**config.mk**
```make
export PLATFORM = sky130hd
export DESIGN_NAME = task_slot_scheduler
export DESIGN_NICKNAME = d
export VERILOG_FILES = /design/src/tss_pkg.sv /design/src/tss_ready_fifo.sv /design/src/tss_id_store.sv /design/src/tss_ctrl.sv /design/src/task_slot_scheduler.sv
export SDC_FILE = /design/constraint.sdc
export NUM_CORES = 1
export LEC_CHECK = 0
export BUFFER_PORTS_ARGS = -buffer_cell sky130_fd_sc_hd__buf_2
export CORE_UTILIZATION = 50
export CTS_CLUSTER_SIZE = 12
export DETAILED_ROUTE_END_ITERATION = 8
export PLACE_DENSITY_LB_ADDON = 0.08
export SYNTH_ARGS = -nofsm -noshare
export SYNTH_HDL_FRONTEND = slang
export SYNTH_SLANG_ARGS = --single-unit
```
**constraint.sdc**
```tcl
create_clock -name clk -period 6.9 [get_ports clk]
set_input_delay 1.38 -clock clk [delete_from_list [all_inputs] [get_ports clk]]
set_output_delay 1.38 -clock clk [all_outputs]
set_load 0.01 [all_outputs]
```
**src/tss_pkg.sv**
```systemverilog
// Shared types, codes and defaults for the task slot scheduler.
`timescale 1ns / 1ps
`default_nettype none
package tss_pkg;

  // Default configuration.
  localparam int SLOT_COUNT_DEF = 16;
  localparam int ID_BITS_DEF    = 32;

  // Action codes carried in the input word.
  localparam logic [2:0] ACT_CREATE   = 3'd0;
  localparam logic [2:0] ACT_READY    = 3'd1;
  localparam logic [2:0] ACT_YIELD    = 3'd2;
  localparam logic [2:0] ACT_BLOCK    = 3'd3;
  localparam logic [2:0] ACT_RESUME   = 3'd4;
  localparam logic [2:0] ACT_SCHEDULE = 3'd5;
  localparam logic [2:0] ACT_DESTROY  = 3'd6;

  // Result status codes.
  typedef enum logic [1:0] {
    STAT_DONE    = 2'd0,
    STAT_IGNORED = 2'd1,
    STAT_FULL    = 2'd2,
    STAT_BUSY    = 2'd3
  } stat_t;

  // Per-slot life cycle. Nothing enters the done state, but ready must skip it.
  typedef enum logic [2:0] {
    SLOT_FREE    = 3'd0,
    SLOT_CREATED = 3'd1,
    SLOT_READY   = 3'd2,
    SLOT_RUNNING = 3'd3,
    SLOT_BLOCKED = 3'd4,
    SLOT_DONE    = 3'd5
  } slot_st_t;

  // Input word.
  typedef struct packed {
    logic [2:0] action;
    logic [3:0] target_slot;
  } in_t;

  // Result word.
  typedef struct packed {
    logic [1:0]  status;
    logic [3:0]  result_slot;
    logic [31:0] task_id;
    logic        has_current;
    logic [3:0]  current_slot;
    logic [4:0]  ready_count;
    logic [4:0]  live_count;
  } out_t;

  // Ready queue operations requested for one action.
  typedef struct packed {
    logic push;
    logic pop;
  } fifo_ctl_t;

endpackage
`default_nettype wire

```
**src/tss_ready_fifo.sv**
```systemverilog
// Ready queue of slot indices with a registered head read.
`timescale 1ns / 1ps
`default_nettype none
module tss_ready_fifo #(
  parameter int SLOT_COUNT = tss_pkg::SLOT_COUNT_DEF,
  parameter int IW         = $clog2(SLOT_COUNT),
  parameter int CW         = $clog2(SLOT_COUNT + 1)
) (
  input  wire logic              clk,
  input  wire logic              rst_n,
  input  wire tss_pkg::fifo_ctl_t ctl,
  input  wire logic [IW-1:0]     push_data,
  output logic      [IW-1:0]     head_val,
  output logic      [CW-1:0]     count
);
  import tss_pkg::*;

  logic [IW-1:0] mem [SLOT_COUNT];
  logic [IW-1:0] head_r, head_nxt;
  logic [IW-1:0] tail_r, tail_nxt;
  logic [CW-1:0] count_r, count_nxt;
  logic [IW-1:0] rd_r, rd_nxt;

  // Pointer advance with wrap at the table size.
  function automatic logic [IW-1:0] wrap_inc(input logic [IW-1:0] p);
    wrap_inc = (p == IW'(SLOT_COUNT - 1)) ? '0 : p + 1'b1;
  endfunction

  // Next pointers and occupancy.
  always_comb begin
    head_nxt  = ctl.pop ? wrap_inc(head_r) : head_r;
    tail_nxt  = ctl.push ? wrap_inc(tail_r) : tail_r;
    count_nxt = count_r + CW'(ctl.push) - CW'(ctl.pop);
    rd_nxt    = (ctl.push && (tail_r == head_nxt)) ? push_data : mem[head_nxt];
  end

  // The head comes straight from the registered read; it is valid while the queue holds a word.
  assign head_val = rd_r;
  assign count    = count_r;

  // Pointer registers.
  always_ff @(posedge clk) begin
    if (!rst_n) begin
      head_r  <= '0;
      tail_r  <= '0;
      count_r <= '0;
    end else begin
      head_r  <= head_nxt;
      tail_r  <= tail_nxt;
      count_r <= count_nxt;
    end
  end

  // Storage and registered head read.
  always_ff @(posedge clk) begin
    if (ctl.push) begin
      mem[tail_r] <= push_data;
    end
    rd_r <= rd_nxt;
  end

endmodule
`default_nettype wire

```
**src/tss_id_store.sv**
```systemverilog
// Task identifier memory with one write port and a registered read.
`timescale 1ns / 1ps
`default_nettype none
module tss_id_store #(
  parameter int SLOT_COUNT = tss_pkg::SLOT_COUNT_DEF,
  parameter int ID_BITS    = tss_pkg::ID_BITS_DEF,
  parameter int IW         = $clog2(SLOT_COUNT)
) (
  input  wire logic               clk,
  input  wire logic               we,
  input  wire logic [IW-1:0]      waddr,
  input  wire logic [ID_BITS-1:0] wdata,
  input  wire logic [IW-1:0]      raddr,
  output logic      [ID_BITS-1:0] rdata
);
  import tss_pkg::*;

  logic [ID_BITS-1:0] mem [SLOT_COUNT];
  logic [ID_BITS-1:0] rd_r;

  // Write-first read so the result shows the value after this action.
  always_ff @(posedge clk) begin
    if (we) begin
      mem[waddr] <= wdata;
    end
    rd_r <= (we && (waddr == raddr)) ? wdata : mem[raddr];
  end

  assign rdata = rd_r;

endmodule
`default_nettype wire

```
**src/tss_ctrl.sv**
```systemverilog
// Slot table, current task, counters and the result register.
`timescale 1ns / 1ps
`default_nettype none
module tss_ctrl #(
  parameter int SLOT_COUNT = tss_pkg::SLOT_COUNT_DEF,
  parameter int ID_BITS    = tss_pkg::ID_BITS_DEF
) (
  input  wire logic         clk,
  input  wire logic         rst_n,
  input  wire logic         act_vld,
  input  wire tss_pkg::in_t act_in,
  output logic              res_vld,
  output tss_pkg::out_t     res
);
  import tss_pkg::*;

  localparam int IW = $clog2(SLOT_COUNT);
  localparam int CW = $clog2(SLOT_COUNT + 1);

  // Slot table and scheduler state.
  slot_st_t             st_r [SLOT_COUNT];
  slot_st_t             st_nxt [SLOT_COUNT];
  logic [SLOT_COUNT-1:0] q_r, q_nxt;
  logic                 cur_vld_r, cur_vld_nxt;
  logic [IW-1:0]        cur_idx_r, cur_idx_nxt;
  logic [ID_BITS-1:0]   nid_r, nid_nxt;
  logic [CW-1:0]        live_r, live_nxt;

  // Result register.
  logic                 res_vld_r;
  out_t                 res_r, res_nxt;
  logic                 id_ok_r, id_ok_nxt;

  // Queue and identifier store ports.
  fifo_ctl_t            fctl;
  logic [IW-1:0]        f_wdata, f_head;
  logic [CW-1:0]        f_count;
  logic                 id_we;
  logic [ID_BITS-1:0]   id_rdata;

  // Decode and working values.
  logic                 tvalid;
  logic [IW-1:0]        tidx;
  logic                 free_found;
  logic [IW-1:0]        free_idx;
  logic                 can_q;
  logic                 run_req, sched;
  logic [IW-1:0]        rslot;
  logic                 rvalid;
  logic [IW-1:0]        pop_slot;
  stat_t                status;

  assign tvalid = 32'(act_in.target_slot) < SLOT_COUNT;
  assign tidx   = IW'(act_in.target_slot);

  // Lowest free slot.
  always_comb begin
    free_found = 1'b0;
    free_idx   = '0;
    for (int i = SLOT_COUNT - 1; i >= 0; i--) begin
      if (st_r[i] == SLOT_FREE) begin
        free_found = 1'b1;
        free_idx   = IW'(i);
      end
    end
  end

  // One action: table updates, queue operations and the result fields.
  always_comb begin
    st_nxt      = st_r;
    q_nxt       = q_r;
    cur_vld_nxt = cur_vld_r;
    cur_idx_nxt = cur_idx_r;
    nid_nxt     = nid_r;
    live_nxt    = live_r;
    fctl        = '0;
    f_wdata     = tidx;
    id_we       = 1'b0;
    status      = STAT_IGNORED;
    rslot       = tidx;
    rvalid      = tvalid;
    run_req     = 1'b0;
    sched       = 1'b0;
    // An empty queue can only pop the current slot that a yield pushes in the same action.
    pop_slot    = (f_count == '0) ? cur_idx_r : f_head;
    can_q       = 1'b0;

    if (act_vld) begin
      unique case (act_in.action)
        ACT_CREATE: begin
          rslot  = '0;
          rvalid = 1'b0;
          status = STAT_FULL;
          if (free_found) begin
            st_nxt[free_idx] = SLOT_CREATED;
            q_nxt[free_idx]  = 1'b0;
            id_we            = 1'b1;
            nid_nxt          = nid_r + 1'b1;
            live_nxt         = live_r + 1'b1;
            rslot            = free_idx;
            rvalid           = 1'b1;
            status           = STAT_DONE;
          end
        end
        ACT_READY, ACT_RESUME: begin
          can_q = !q_r[tidx] && (f_count < CW'(SLOT_COUNT));
          if (tvalid && can_q &&
              (((act_in.action == ACT_READY) && (st_r[tidx] != SLOT_FREE) &&
                (st_r[tidx] != SLOT_DONE)) ||
               ((act_in.action == ACT_RESUME) && (st_r[tidx] == SLOT_BLOCKED)))) begin
            st_nxt[tidx] = SLOT_READY;
            q_nxt[tidx]  = 1'b1;
            fctl.push    = 1'b1;
            status       = STAT_DONE;
          end
        end
        ACT_YIELD, ACT_BLOCK: begin
          if (!cur_vld_r) begin
            rslot  = '0;
            rvalid = 1'b0;
          end else begin
            rslot   = cur_idx_r;
            rvalid  = 1'b1;
            f_wdata = cur_idx_r;
            can_q   = !q_r[cur_idx_r] && (f_count < CW'(SLOT_COUNT));
            if (act_in.action == ACT_YIELD) begin
              if ((st_r[cur_idx_r] == SLOT_RUNNING) && can_q) begin
                st_nxt[cur_idx_r] = SLOT_READY;
                q_nxt[cur_idx_r]  = 1'b1;
                fctl.push         = 1'b1;
              end
            end else begin
              st_nxt[cur_idx_r] = SLOT_BLOCKED;
            end
            run_req = 1'b1;
            status  = STAT_DONE;
          end
        end
        ACT_SCHEDULE: begin
          run_req = 1'b1;
          sched   = 1'b1;
          status  = STAT_DONE;
        end
        ACT_DESTROY: begin
          if (tvalid && (st_r[tidx] != SLOT_FREE)) begin
            if (q_r[tidx]) begin
              status = STAT_BUSY;
            end else begin
              st_nxt[tidx] = SLOT_FREE;
              live_nxt     = live_r - 1'b1;
              if (cur_vld_r && (cur_idx_r == tidx)) begin
                cur_vld_nxt = 1'b0;
                cur_idx_nxt = '0;
              end
              status = STAT_DONE;
            end
          end
        end
        default: begin
        end
      endcase

      // Take the queue head as the new current task, or clear current.
      if (run_req) begin
        if ((f_count != '0) || fctl.push) begin
          fctl.pop         = 1'b1;
          st_nxt[pop_slot] = SLOT_RUNNING;
          q_nxt[pop_slot]  = 1'b0;
          cur_vld_nxt      = 1'b1;
          cur_idx_nxt      = pop_slot;
        end else begin
          cur_vld_nxt = 1'b0;
          cur_idx_nxt = '0;
        end
      end
      if (sched) begin
        rslot  = cur_idx_nxt;
        rvalid = cur_vld_nxt;
      end
    end
  end

  // Result fields; the identifier arrives from the store's registered read.
  always_comb begin
    id_ok_nxt            = rvalid && (st_nxt[rslot] != SLOT_FREE);
    res_nxt              = '0;
    res_nxt.status       = status;
    res_nxt.result_slot  = 4'(rslot);
    res_nxt.has_current  = cur_vld_nxt;
    res_nxt.current_slot = 4'(cur_idx_nxt);
    res_nxt.ready_count  = 5'(f_count + CW'(fctl.push) - CW'(fctl.pop));
    res_nxt.live_count   = 5'(live_nxt);
  end

  tss_ready_fifo #(
    .SLOT_COUNT (SLOT_COUNT),
    .IW         (IW),
    .CW         (CW)
  ) u_fifo (
    .clk       (clk),
    .rst_n     (rst_n),
    .ctl       (fctl),
    .push_data (f_wdata),
    .head_val  (f_head),
    .count     (f_count)
  );

  tss_id_store #(
    .SLOT_COUNT (SLOT_COUNT),
    .ID_BITS    (ID_BITS),
    .IW         (IW)
  ) u_ids (
    .clk   (clk),
    .we    (id_we),
    .waddr (free_idx),
    .wdata (nid_r),
    .raddr (rslot),
    .rdata (id_rdata)
  );

  // Control state.
  always_ff @(posedge clk) begin
    if (!rst_n) begin
      for (int i = 0; i < SLOT_COUNT; i++) begin
        st_r[i] <= SLOT_FREE;
      end
      q_r       <= '0;
      cur_vld_r <= 1'b0;
      cur_idx_r <= '0;
      nid_r     <= ID_BITS'(1);
      live_r    <= '0;
      res_vld_r <= 1'b0;
    end else begin
      st_r      <= st_nxt;
      q_r       <= q_nxt;
      cur_vld_r <= cur_vld_nxt;
      cur_idx_r <= cur_idx_nxt;
      nid_r     <= nid_nxt;
      live_r    <= live_nxt;
      res_vld_r <= act_vld;
    end
  end

  // Result payload.
  always_ff @(posedge clk) begin
    if (act_vld) begin
      res_r   <= res_nxt;
      id_ok_r <= id_ok_nxt;
    end
  end

  always_comb begin
    res         = res_r;
    res.task_id = id_ok_r ? 32'(id_rdata) : '0;
  end

  assign res_vld = res_vld_r;

endmodule
`default_nettype wire

```
**src/task_slot_scheduler.sv**
```systemverilog
// Top level of the task slot scheduler: input register and result strobe.
//
//   channel  ports                    handshake
//   input    start, busy, in_data     word taken when start is high and busy is low
//   result   out_valid, out_data      word shown for one cycle while out_valid is high
//
// Each word passes from acceptance into the input register, then through the slot
// table logic into the result register. A new word can be taken every cycle while
// busy is low, so the sustained rate is one per cycle, set by the single pass
// through the lowest-free search and queue update.
// Busy is high while reset is held and in the one cycle that follows it.
// Reset clears the slot table, the queue pointers and the current task.
// The receiver cannot stall; every result is delivered on its strobe.
`timescale 1ns / 1ps
`default_nettype none
module task_slot_scheduler #(
  parameter int SLOT_COUNT = tss_pkg::SLOT_COUNT_DEF,
  parameter int ID_BITS    = tss_pkg::ID_BITS_DEF
) (
  input  wire logic         clk,
  input  wire logic         rst_n,
  input  wire logic         start,
  output logic              busy,
  input  wire tss_pkg::in_t in_data,
  output logic              out_valid,
  output tss_pkg::out_t     out_data
);
  import tss_pkg::*;

  logic busy_r;
  logic in_vld_r;
  in_t  in_r;

  // Input register and acceptance.
  always_ff @(posedge clk) begin
    if (!rst_n) begin
      busy_r   <= 1'b1;
      in_vld_r <= 1'b0;
    end else begin
      busy_r   <= 1'b0;
      in_vld_r <= start && !busy_r;
    end
  end

  always_ff @(posedge clk) begin
    if (start && !busy_r) begin
      in_r <= in_data;
    end
  end

  assign busy = busy_r;

  tss_ctrl #(
    .SLOT_COUNT (SLOT_COUNT),
    .ID_BITS    (ID_BITS)
  ) u_ctrl (
    .clk     (clk),
    .rst_n   (rst_n),
    .act_vld (in_vld_r),
    .act_in  (in_r),
    .res_vld (out_valid),
    .res     (out_data)
  );

endmodule
`default_nettype wire

```
* Yosys cells after proc, flatten, opt, wreduce, memory -nomap -nowiden
Memory sizes are Yosys's and may differ from the RTL's. A register that Yosys moved wholly into a read port is not among the register bits.
Index checks and enable logic that the tools add are counted.
Widths: inputs -> output; s select.
** Word-level totals
- Bits of input ports :: 10
- Flip-flop bits (word level) :: 151
- Logic and storage cells :: 294
- Memories :: 2
- Output and inout port bits :: 55
- RAM bits :: 576
** Cells by class
- Mux-type cells :: 144
- $lt $le $gt $ge :: 18
- Bitwise gates (word level) :: 28
- Reductions and logical operators :: 47
- Add/subtract/negate cells :: 7
- Eq/ne operators :: 12
** Memory list
- u_ctrl.u_ids.mem :: words 16, bits a word 32, read ports 1, clocked after Yosys merged registers in 1, write ports 1, line tss_id_store.sv:18 : logic [ID_BITS-1:0] mem [SLOT_COUNT];
- u_ctrl.u_fifo.mem :: words 16, bits a word 4, read ports 1, clocked after Yosys merged registers in 1, write ports 1, line tss_ready_fifo.sv:18 : logic [IW-1:0] mem [SLOT_COUNT];
** Operators with widths (number)
- $mux 48 :: 11
- $pmux 48 s4 :: 1
- $mux 4 :: 34
- $and 32x32->32 :: 4
- $mux 16 :: 8
- $not 32->32 :: 4
- $or 16x16->16 :: 6
- $logic_not 3->1 :: 17
- $mux 1 :: 51
- $and 16x16->16 :: 3
- $and 48x48->48 :: 1
- $demux 3 s4 :: 4
- $not 16->16 :: 3
- $not 48->48 :: 1
- $pmux 16 s3 :: 1
- $bmux 3 s4 :: 3
- $add 32x1->32 const B :: 1
- $mux 32 :: 1
- $or 32x32->32 :: 1
- $mux 3 :: 10
- $ge 5x5->1 const B :: 5
- $not 4->5 :: 5
- $lt 4x5->1 const B :: 4
- $lt 5x1->1 const B :: 4
- 29 further kinds :: 73

* Logic depth before layout (Yosys ltp)
Gate-level depths: netlist of run 1.
- Depth after elaboration :: 36
- Mapped depth :: 22
- Depth with buffers taken out :: 19

* Cells and area by module
A second synthesis of run 1 with hierarchy kept.
** Second synthesis, totals
- Cells, all modules :: 2407
- Area, all modules :: 33437.1 µm²
** By module, submodules not included
- tss_id_store :: seq. area each 15454.8 µm², cells each 810, area each 19274.7 µm², instances 1
- tss_ctrl :: seq. area each 2802.7 µm², cells each 1380, area each 10506.3 µm², instances 1
- tss_ready_fifo :: seq. area each 2262.2 µm², cells each 205, area each 3387.0 µm², instances 1
- task_slot_scheduler :: seq. area each 250.2 µm², cells each 12, area each 269.0 µm², instances 1

* Least setup slack after synthesis of run 1
No wires, ideal clock.
- Path type :: reg-to-reg
- Start :: reg u_ctrl.st_r[3] in the netlist's numbering
- End :: reg u_ctrl.id_ok_r, data pin
- Slack :: 1.886 ns
- Stages on the path, launching flop included :: 13
- Data required time :: 6.768 ns
- Arrival time :: 4.882 ns
- Setup time :: 0.132 ns
- Path buffers :: 0
- Clock period less this slack :: 5.014 ns
- Cell sequence :: dfxtp_1 > or3_1 > a211oi_1 > nor4_1 > o21ai_0 > nand2_1 > nor3_1 > a311o_1 > o211a_1 > o21ai_1 > nor4b_1 > nor4_1 > a41o_1
** On the way
- Longest elaborated chain between the ends :: 35
- Elaborated cells between the ends (all ways) :: 103
- Those cells by class :: order compare: 2; eq/ne: 3; mux: 75; bitwise: 11; reduce/logical: 12
** Ends and longest elaborated chain
- start: declaration :: line tss_ctrl.sv:21 : slot_st_t st_r [SLOT_COUNT];
- start signal: assignment :: line tss_ctrl.sv:234 : st_r <= st_nxt;
- $logic_not 3->1 :: line tss_ctrl.sv:61 : if (st_r[i] == SLOT_FREE) begin
- $mux 4 (15 in a row) :: line tss_ctrl.sv:61
- $not 4->5 (implied by the code) :: line tss_ctrl.sv:95 : st_nxt[free_idx] = SLOT_CREATED;
- $ge 5x5->1 (implied by the code) or $lt 5x1->1 (tied branches) :: line tss_ctrl.sv:95
- $logic_and 1x1->1 (implied by the code) :: line tss_ctrl.sv:95
- $mux 3 (implied by the code) :: line tss_ctrl.sv:95
- $demux 3 s4 :: line tss_ctrl.sv:95
- $not 32->32 (no line)
- [5 not listed]
- $mux 48 :: line tss_ctrl.sv:165 : if ((f_count != '0) || fctl.push) begin
- $mux 48 :: line tss_ctrl.sv:164 : if (run_req) begin
- $mux 48 :: line tss_ctrl.sv:88 : if (act_vld) begin
- $bmux 3 s4 :: line tss_ctrl.sv:185 : id_ok_nxt = rvalid && (st_nxt[rslot] != SLOT_FREE);
- $mux 3 (implied by the code) (2 in a row) :: line tss_ctrl.sv:185
- $reduce_bool 3->1 :: line tss_ctrl.sv:185
- $logic_and 1x1->1 (*) :: line tss_ctrl.sv:185
- named net u_ctrl.id_ok_nxt :: line tss_ctrl.sv:32 : logic id_ok_r, id_ok_nxt;
- end signal: assignment :: line tss_ctrl.sv:248 : id_ok_r <= id_ok_nxt;
- end: declaration :: line tss_ctrl.sv:32
The timed path passes the listed nets; every way through them passes the cells marked *. The select of a mux whose other input is x is not followed.
A chain may end at the register's enable or synchronous reset.

* Worst setup path after layout of run 1
- Start :: reg in_r[3] in the netlist's numbering
- End :: reg u_ctrl.id_ok_r, data pin
** On the way
- Longest elaborated chain between the ends :: 23
- Elaborated cells between the ends (all ways) :: 65
- Those cells by class :: order compare: 2; eq/ne: 3; mux: 38; bitwise: 9; reduce/logical: 13
** Ends and longest elaborated chain
- start: declaration :: line task_slot_scheduler.sv:32 : in_t in_r;
- start signal: assignment :: line task_slot_scheduler.sv:47 : in_r <= in_data;
- branches (longest 22 deep; another with $ge 5x5->1)
- $logic_and 1x1->1 (*) :: line tss_ctrl.sv:185
- named net u_ctrl.id_ok_nxt :: line tss_ctrl.sv:32
Mark *: on every way through the listed nets, which the timed path passes. The select of a mux whose other input is x is not followed.

==> reports/qor.csv, run 1 <==
stage;metric;value;unit
grt;pin_count_of_the_biggest_net_entering_global_routing;103;
clocking;cts_max_level;3;
yosys;synth-warning-count;0;
worst_setup_path;critical_path_required;7.29;ns
route;route.detailed.vias_per_inst;6.660;
clocking;cts_hold_buf;0;
worst_setup_path;cp_data_arrival_time;5.64;ns
grt;grt_first_pass_wirelength;155300;um
floorplan;die_width;258.5;um
place;detailedPlacementHpwl;70820;um
hold_path;worst_hold_path.num_cells;2;
pwr;ir_worst_vdd;207.8;uV
outcome;outcome;completed;
sta;setup_viol;0;
hold_path;holdCritPathClass;reg2reg;
yosys;synth_top_area_share;55.23;%
route;route.antenna.remaining_nets;0;
grt;antenna_found_initial;0;
clocking;clk_transition_reported_paths;0.06;ns
clocking;tritoncts.num_buffers;79;
sta;final_total_negative_setup_slack;0;ns
yosys;post_synth_num_cell_types;107;
yosys;ys_seq_elements;735;
yosys;async_flop_share;0;%
sta;fin_ws;1.643;ns
pwr;power.static_leakage;11.96;nW
cells_and_area;cell_area_after_layout;37060;sq um
worst_setup_path;end_kind;flip-flop;
yosys;synthesis.nets;2341;
yosys;post_synth_instance_area;32890;sq um
cells_and_area;insertedDiodeCount;0;
sta;slew_viol_final;0;
sta;worstMarginPinSlew;1.146;ns
floorplan;chipHeight;258.5;um
clocking;cts_tree;built;
yosys;yosys-top-cells-area;edfxtp_1 (55%), mux4_2 (12%), dfxtp_1 (7.9%), nor2_1 (2.2%), nand2_1 (1.9%);
floorplan;die_area;66810;sq um
sta;fmaxAchievable;0.1902;GHz
sta;share_of_the_clock_period_used_by_the_worst_path_after_layout;76.18;%
cells_and_area;most-common-layout-cells;edfxtp_1 (605), mux4_2 (181), nor2_1 (179);
yosys;seq_area_frac_synth;63.14;%
worst_setup_path;timing.critical_path.fanout_max;11;
run;max-cap-violations;0;
route;remaining_drc_errors;0;
cells_and_area;multiInputGateArea;11570;sq um
place;place.gp.congestion;1.058;
cells_and_area;syn2layout_area_growth;12.68;%
sta;finClkSkew;0.03423;ns
clocking;cts_root_buffer;clkbuf_16;
sta;unrepaired_setup_endpoints_after_global_routing;no;
cells_and_area;final_net_count;2432;
yosys;yosys_most_used_dff;edfxtp_1;
place;buffer_ports.inserted;64;
route;drt_iter0_drc;2925;
floorplan;io-pin-count;65;
floorplan;rows;93;
pwr;power.density_cell_area;254.1;nW/um^2
clocking;insertion_delay;0.65;ns
cells_and_area;total_area_of_sequential_cells;20780;sq um
worst_setup_path;critical_path_class;reg2reg;
grt;grt_use_total;32.59;%
hold_path;hold_path_end;u_ctrl.u_fifo.head_r[1];
sta;finalHoldViolCount;0;
floorplan;core_area;64700;sq um
worst_setup_path;worst-r2r-setup-slack;1.64;ns
worst_setup_path;r2r_end;u_ctrl.id_ok_r;
cells_and_area;mostFrequentLayoutCell;edfxtp_1;
sta;max_slew_margin;23.47;%
yosys;syn_avg_cell_area;14.20;sq um
clocking;cts_num_sinks;735;
hold_path;min-delay-start;u_ctrl.u_fifo.head_r[1];
route;firstDrtPassIters;6;
worst_setup_path;critPathLaunch;in_r[3];
worst_setup_path;r2r-start;in_r[3];
clocking;buffer_levels_on_the_longest_clock_path;3;
yosys;edff_count_synth;605;
route;route.vias.total;22160;
route;route.detailed.wl_per_inst;32.49;um
place;placement_stage_worst_setup_slack;1.721;ns
worst_setup_path;timing.critical_path.from_type;flip-flop;
grt;first_global_vias;22000;
grt;globalRoute.totalOverflow;0;
route;finalWirelength;108100;um
sta;layout_min_cycle_time;5.257;ns
cells_and_area;num-fill-cells;5157;
yosys;synthesized_instance_count;2316;
floorplan;initial_core_utilization;50.84;%
clocking;post_cts_resized;0;
place;post_dp_cell_area;34510;sq um
yosys;yosysTopAreaCell;edfxtp_1;
worst_setup_path;reg2reg_depth;12;
clocking;post-cts-setup-buffers;0;
cells_and_area;post_route_cells_drive_above_1_share;20.11;%
-- through the flow --
| step | hold WS [ns] | instances | util (%) | total power [mW] |
|---|---|---|---|---|
| floorplan | 0.4588 | 2316 | - | 5.176 |
| global placement | 0.4989 | 3181 | 53.34 | 5.357 |
| detailed placement | 0.5119 | 3181 | 53.34 | 5.355 |
| CTS | 0.5239 | 3327 | 57.29 | 9.476 |
| global route | 0.5517 | 3327 | 57.29 | 9.658 |
| finish | 0.5296 | 3327 | 57.29 | 9.419 |
-- area by class of cell --
class / count / area share, %
tap: 855 / 2.886
clock inverter: 21 / 0.8507
clock buffer: 125 / 6.046
timing repair buffer: 143 / 2.599
multi-input combinational: 1416 / 31.22
inverter: 32 / 0.3274
sequential: 735 / 56.07
-- cell usage after synthesis (16+ instances only) --
cell type / n
nor3_1: 68
clkbuf_1: 93
or3_1: 26
inv_1: 28
nor4_1: 17
and3_1: 23
mux4_2: 181
mux2i_1: 24
a31oi_1: 33
buf_1: 18
nor2b_1: 16
a21oi_1: 117
xnor2_1: 18
nand2_1: 168
dfxtp_1: 130
and2_1: 78
xor2_1: 20
nand3_1: 53
edfxtp_1: 605
o21ai_0: 82
nor2_1: 194
nand4_1: 27
-- flip-flops by register name (all words and copies together), names as in the netlist, 5 cells and up, named ones only --
signal	cells
u_ctrl.u_ids.mem	512
u_ctrl.u_fifo.mem	64
u_ctrl.st_r	48
u_ctrl.nid_r	32
u_ctrl.res	21
u_ctrl.q_r	16
in_r	7
u_ctrl.live_r	5
u_ctrl.u_fifo.count	5
-- logic make-up (layout without fill, tap and decap cells) --
family,Yosys count,in the layout,share of synthesized area (%)
adder cells (fa/ha/maj),15,15,0.5934
flip-flops,735,735,63.14
XOR/XNOR,38,38,1.012
AO/OA/AOI/OAI,419,419,8.661
buffers and inverters,165,321,2.069
multiplexers,210,210,13.29
AND/OR/NAND/NOR,734,734,11.23
-- report_power, final --
part | internal (mW) | total [mW] | switching (mW)
Clock | 2.40 | 4.15 | 1.75
Sequential | 4.75 | 4.79 | 0.0336
Combinational | 0.197 | 0.481 | 0.283
-- critical path, cell delays in order, from the launching register on --
cell       delay [ns]
edfxtp_1         0.66
nor2_1           0.81
nand2_1          0.19
and4_1           0.29
a31oi_2          0.57
buf_4            0.33
nor2_1           0.14
a2111oi_1        0.51
nand4b_1         0.15
and3_1           0.23
nor4_1           0.58
o32ai_1          0.29
a41o_1           0.25
-- routing by layer --
layer,global-route usage [%],vias up,wire length [um]
met5,0,-,0
met4,15.60,0,5592
met3,6.162,297,8468
met2,52.07,1219,51120
met1,43.19,11310,42920
li1,-,9328,-
-- how the worst max path moves through the flow --
stage	end	slack, ns	depth (start not counted)
6_report	u_ctrl.id_ok_r	1.64	12
4_1_cts	u_ctrl.u_fifo.count[4]	1.72	20
3_3_place_gp	u_ctrl.u_fifo.count[4]	1.81	20
5_1_grt	u_ctrl.u_fifo.count[4]	1.29	20
3_5_place_dp	u_ctrl.u_fifo.count[4]	1.72	20
2_1_floorplan	u_ctrl.id_ok_r	1.89	12
No activity file was read; power rests on OpenSTA's default activity.
==> run 2: changes to the inputs <==
==> constraint.sdc (replaced) <==
create_clock -name clk -period 4.2 [get_ports clk]
set_input_delay 0.84 -clock clk [delete_from_list [all_inputs] [get_ports clk]]
set_output_delay 0.84 -clock clk [all_outputs]
set_load 0.01 [all_outputs]
==> reports/qor.csv, run 2 (same netlist as run 1, synthesis figures left out) <==
stage;metric;value;unit;change
sta;fmaxAchievable;0.2347;GHz;+23%
grt;pin_count_of_the_biggest_net_entering_global_routing;49;;-52%
sta;layout_min_cycle_time;4.261;ns;-0.9955 ns
route;finalWirelength;129600;um;+20%
floorplan;die_area;66810;sq um;unchanged
clocking;insertion_delay;0.68;ns;+0.03 ns
clocking;cts_max_level;3;;unchanged
worst_setup_path;critical-path-top-delay-family;compound AO/OA/AOI/OAI gates;;
floorplan;io-pin-count;65;;unchanged
hold_path;holdCritPathClass;in2reg;;
route;wl_met1;48400;um;+13%
worst_setup_path;timing.critical_path.slowest_stage_cell;mux4_2;;
cells_and_area;post_route_cells_drive_above_1_share;33.34;%;+13 points
cells_and_area;total_area_of_sequential_cells;20790;sq um;about the same
place;place.gp.congestion;1.002;;-5.3%
floorplan;core_area;64700;sq um;unchanged
pwr;seq_power_share;49.5;%;-1.3 points
cells_and_area;mostFrequentLayoutCell;edfxtp_1;;
place;buffer_ports.inserted;64;;unchanged
cells_and_area;num-fill-cells;4741;;-8.1%
outcome;violations;setup timing;;
sta;unrepaired_setup_endpoints_after_global_routing;yes;;
pwr;clock_power_share;44.2;%;about the same
sta;worstMarginPinSlew;0.9061;ns;-0.2394 ns
route;drt_iter0_drc;3537;;+21%
worst_setup_path;cpPeakStageDelay;0.51;ns;-0.30 ns
sta;finClkSkew;0.03898;ns;+0.004750 ns
grt;grt_first_pass_wirelength;182200;um;+17%
worst_setup_path;end_kind;flip-flop;;
grt;antenna_found_initial;2;;+2
pwr;power.density_cell_area;389.3;nW/um^2;+53%
worst_setup_path;timing.critical_path.fanout_max;10;;-1
route;route.vias.total;24950;;+13%
route;route.detailed.wl_per_inst;34.69;um;+6.8%
pwr;combPwrFrac;6.3;%;+1.2 points
clocking;tritoncts.num_buffers;78;;-1.3%
cells_and_area;multiInputGateArea;11930;sq um;+3.1%
worst_setup_path;critical_path_cell_sequence;buf_12, mux4_2, a22o_1, a221oi_4, buf_6, o21a_4, o211ai_4, a21o_4, buf_4, buf_4, and2_4, a31oi_2, nand4b_1, o22ai_2, nor4_1, a41o_1;;
grt;first_global_vias;25140;;+14%
run;max-cap-violations;0;;unchanged
clocking;cts_num_sinks;735;;unchanged
grt;globalRoute.totalOverflow;0;;unchanged
route;route.detailed.vias_per_inst;6.680;;+0.30%
route;firstDrtPassIters;6;;unchanged
cells_and_area;largest_register;u_ctrl.u_ids.mem;;
floorplan;rows;93;;unchanged
route;remaining_drc_errors;0;;unchanged
clocking;cts_root_buffer;clkbuf_16;;
cells_and_area;most-common-layout-cells;edfxtp_1 (605), buf_4 (458), mux4_2 (181);;
worst_setup_path;worstPathBufferInverterCount;4;;+3
worst_setup_path;timing.critical_path.from_type;flip-flop;;
sta;slew_viol_final;0;;unchanged
worst_setup_path;worst-r2r-setup-slack;-0.06;ns;-1.70 ns
route;met2RoutedLength;61320;um;+20%
worst_setup_path;cp_data_arrival_time;4.65;ns;-0.99 ns
cells_and_area;final_net_count;2839;;+17%
clocking;cts_tree;built;;
pwr;switching_share;23.14;%;+1.2 points
sta;final_total_negative_setup_slack;-0.06110;ns;-0.06110 ns
grt;grt_use_total;38.82;%;+6.2 points
outcome;outcome;finished, violations left;;
pwr;power.static_leakage;14.22;nW;+19%
worst_setup_path;critical_path_required;4.59;ns;-2.70 ns
cells_and_area;syn2layout_area_growth;23.98;%;
sta;fin_ws;-0.06110;ns;-1.705 ns
place;placement_stage_worst_setup_slack;-0.5059;ns;-2.227 ns
cells_and_area;largest_reg_flops;512;;unchanged
route;route.antenna.remaining_nets;0;;unchanged
clocking;clk_transition_reported_paths;0.06;ns;about the same
pwr;p_switching;3.674;mW;+78%
route;wl_met3;11240;um;+33%
worst_setup_path;critical_path.most_common_cell;buf_4;;
pwr;ir_worst_vdd;348.2;uV;+68%
clocking;cts_hold_buf;0;;unchanged
cells_and_area;largestRegisters;u_ctrl.u_ids.mem: 512 flops, u_ctrl.u_fifo.mem: 64 flops, u_ctrl.st_r: 48 flops;;
clocking;buffer_levels_on_the_longest_clock_path;3;;unchanged
floorplan;initial_core_utilization;50.84;%;unchanged
pwr;p_int;12.20;mW;+66%
sta;share_of_the_clock_period_used_by_the_worst_path_after_layout;101.5;%;+25 points
sta;max_slew_margin;39.45;%;+16 points
route;top_layer_used;met4;;
floorplan;chipHeight;258.5;um;unchanged
sta;setup_viol;1;;+1
sta;finalHoldViolCount;0;;unchanged
floorplan;die_width;258.5;um;unchanged
place;detailedPlacementHpwl;87110;um;+23%
worst_setup_path;critical_path_class;reg2reg;;
==> run 2: path summary, 6_finish.rpt <==
check,start,end,cells past startpoint
worst max-delay path,in_r[0],u_ctrl.id_ok_r,16
worst min-delay path,in_data[5],in_r[5],1
worst max register to register,in_r[0],u_ctrl.id_ok_r,16
worst min register to register,u_ctrl.u_fifo.head_r[1],flip-flop,2
==> run 2: repair_timing <==
item                                    in CTS  in global routing
resized for setup                           38                 53
setup buffers                               14                 11
endpoints found under the setup margin       6                  6
cloned                                       1                  0
pin swaps                                   14                 28
==> run 2: area by class of cell <==
class	instances	area share, %
Timing Repair Buffer	551	10.52
Clock inverter	23	0.9358
Antenna cell	1	0.006136
Tap cell	855	2.623
Inverter	32	0.3099
Multi-Input combinational cell	1416	29.26
Sequential cell	735	50.98
Clock buffer	122	5.366
==> run 2: power groups by stage <==
stage	clock network, mW	logic [mW]	registers [mW]
floorplan	0	0.527	7.98
global placement	0	0.933	8.01
detailed placement	0	0.939	8.01
CTS	7.07	0.977	7.85
global route	7.32	1.03	7.85
finish	7.02	1.00	7.85
==> run 2: through the flow <==
step	area, sq um	util (%)	total power, mW	hold WS (ns)	std cells
CTS	40500	62.61	15.90	0.3413	3725
global route	40780	63.03	16.20	0.3562	3734
detailed placement	37630	58.16	8.948	0.5204	3566
floorplan	32900	-	8.505	0.4588	2316
global placement	37630	58.16	8.941	0.4942	3566
finish	40780	63.03	15.88	0.3682	3735
==> run 2: layer usage <==
metal | vias to the layer above | track usage, %
met2 | 1774 | 62.69
met4 | 0 | 22.90
li1 | 10140 | -
met3 | 389 | 5.781
met5 | - | 0
met1 | 12650 | 50.12
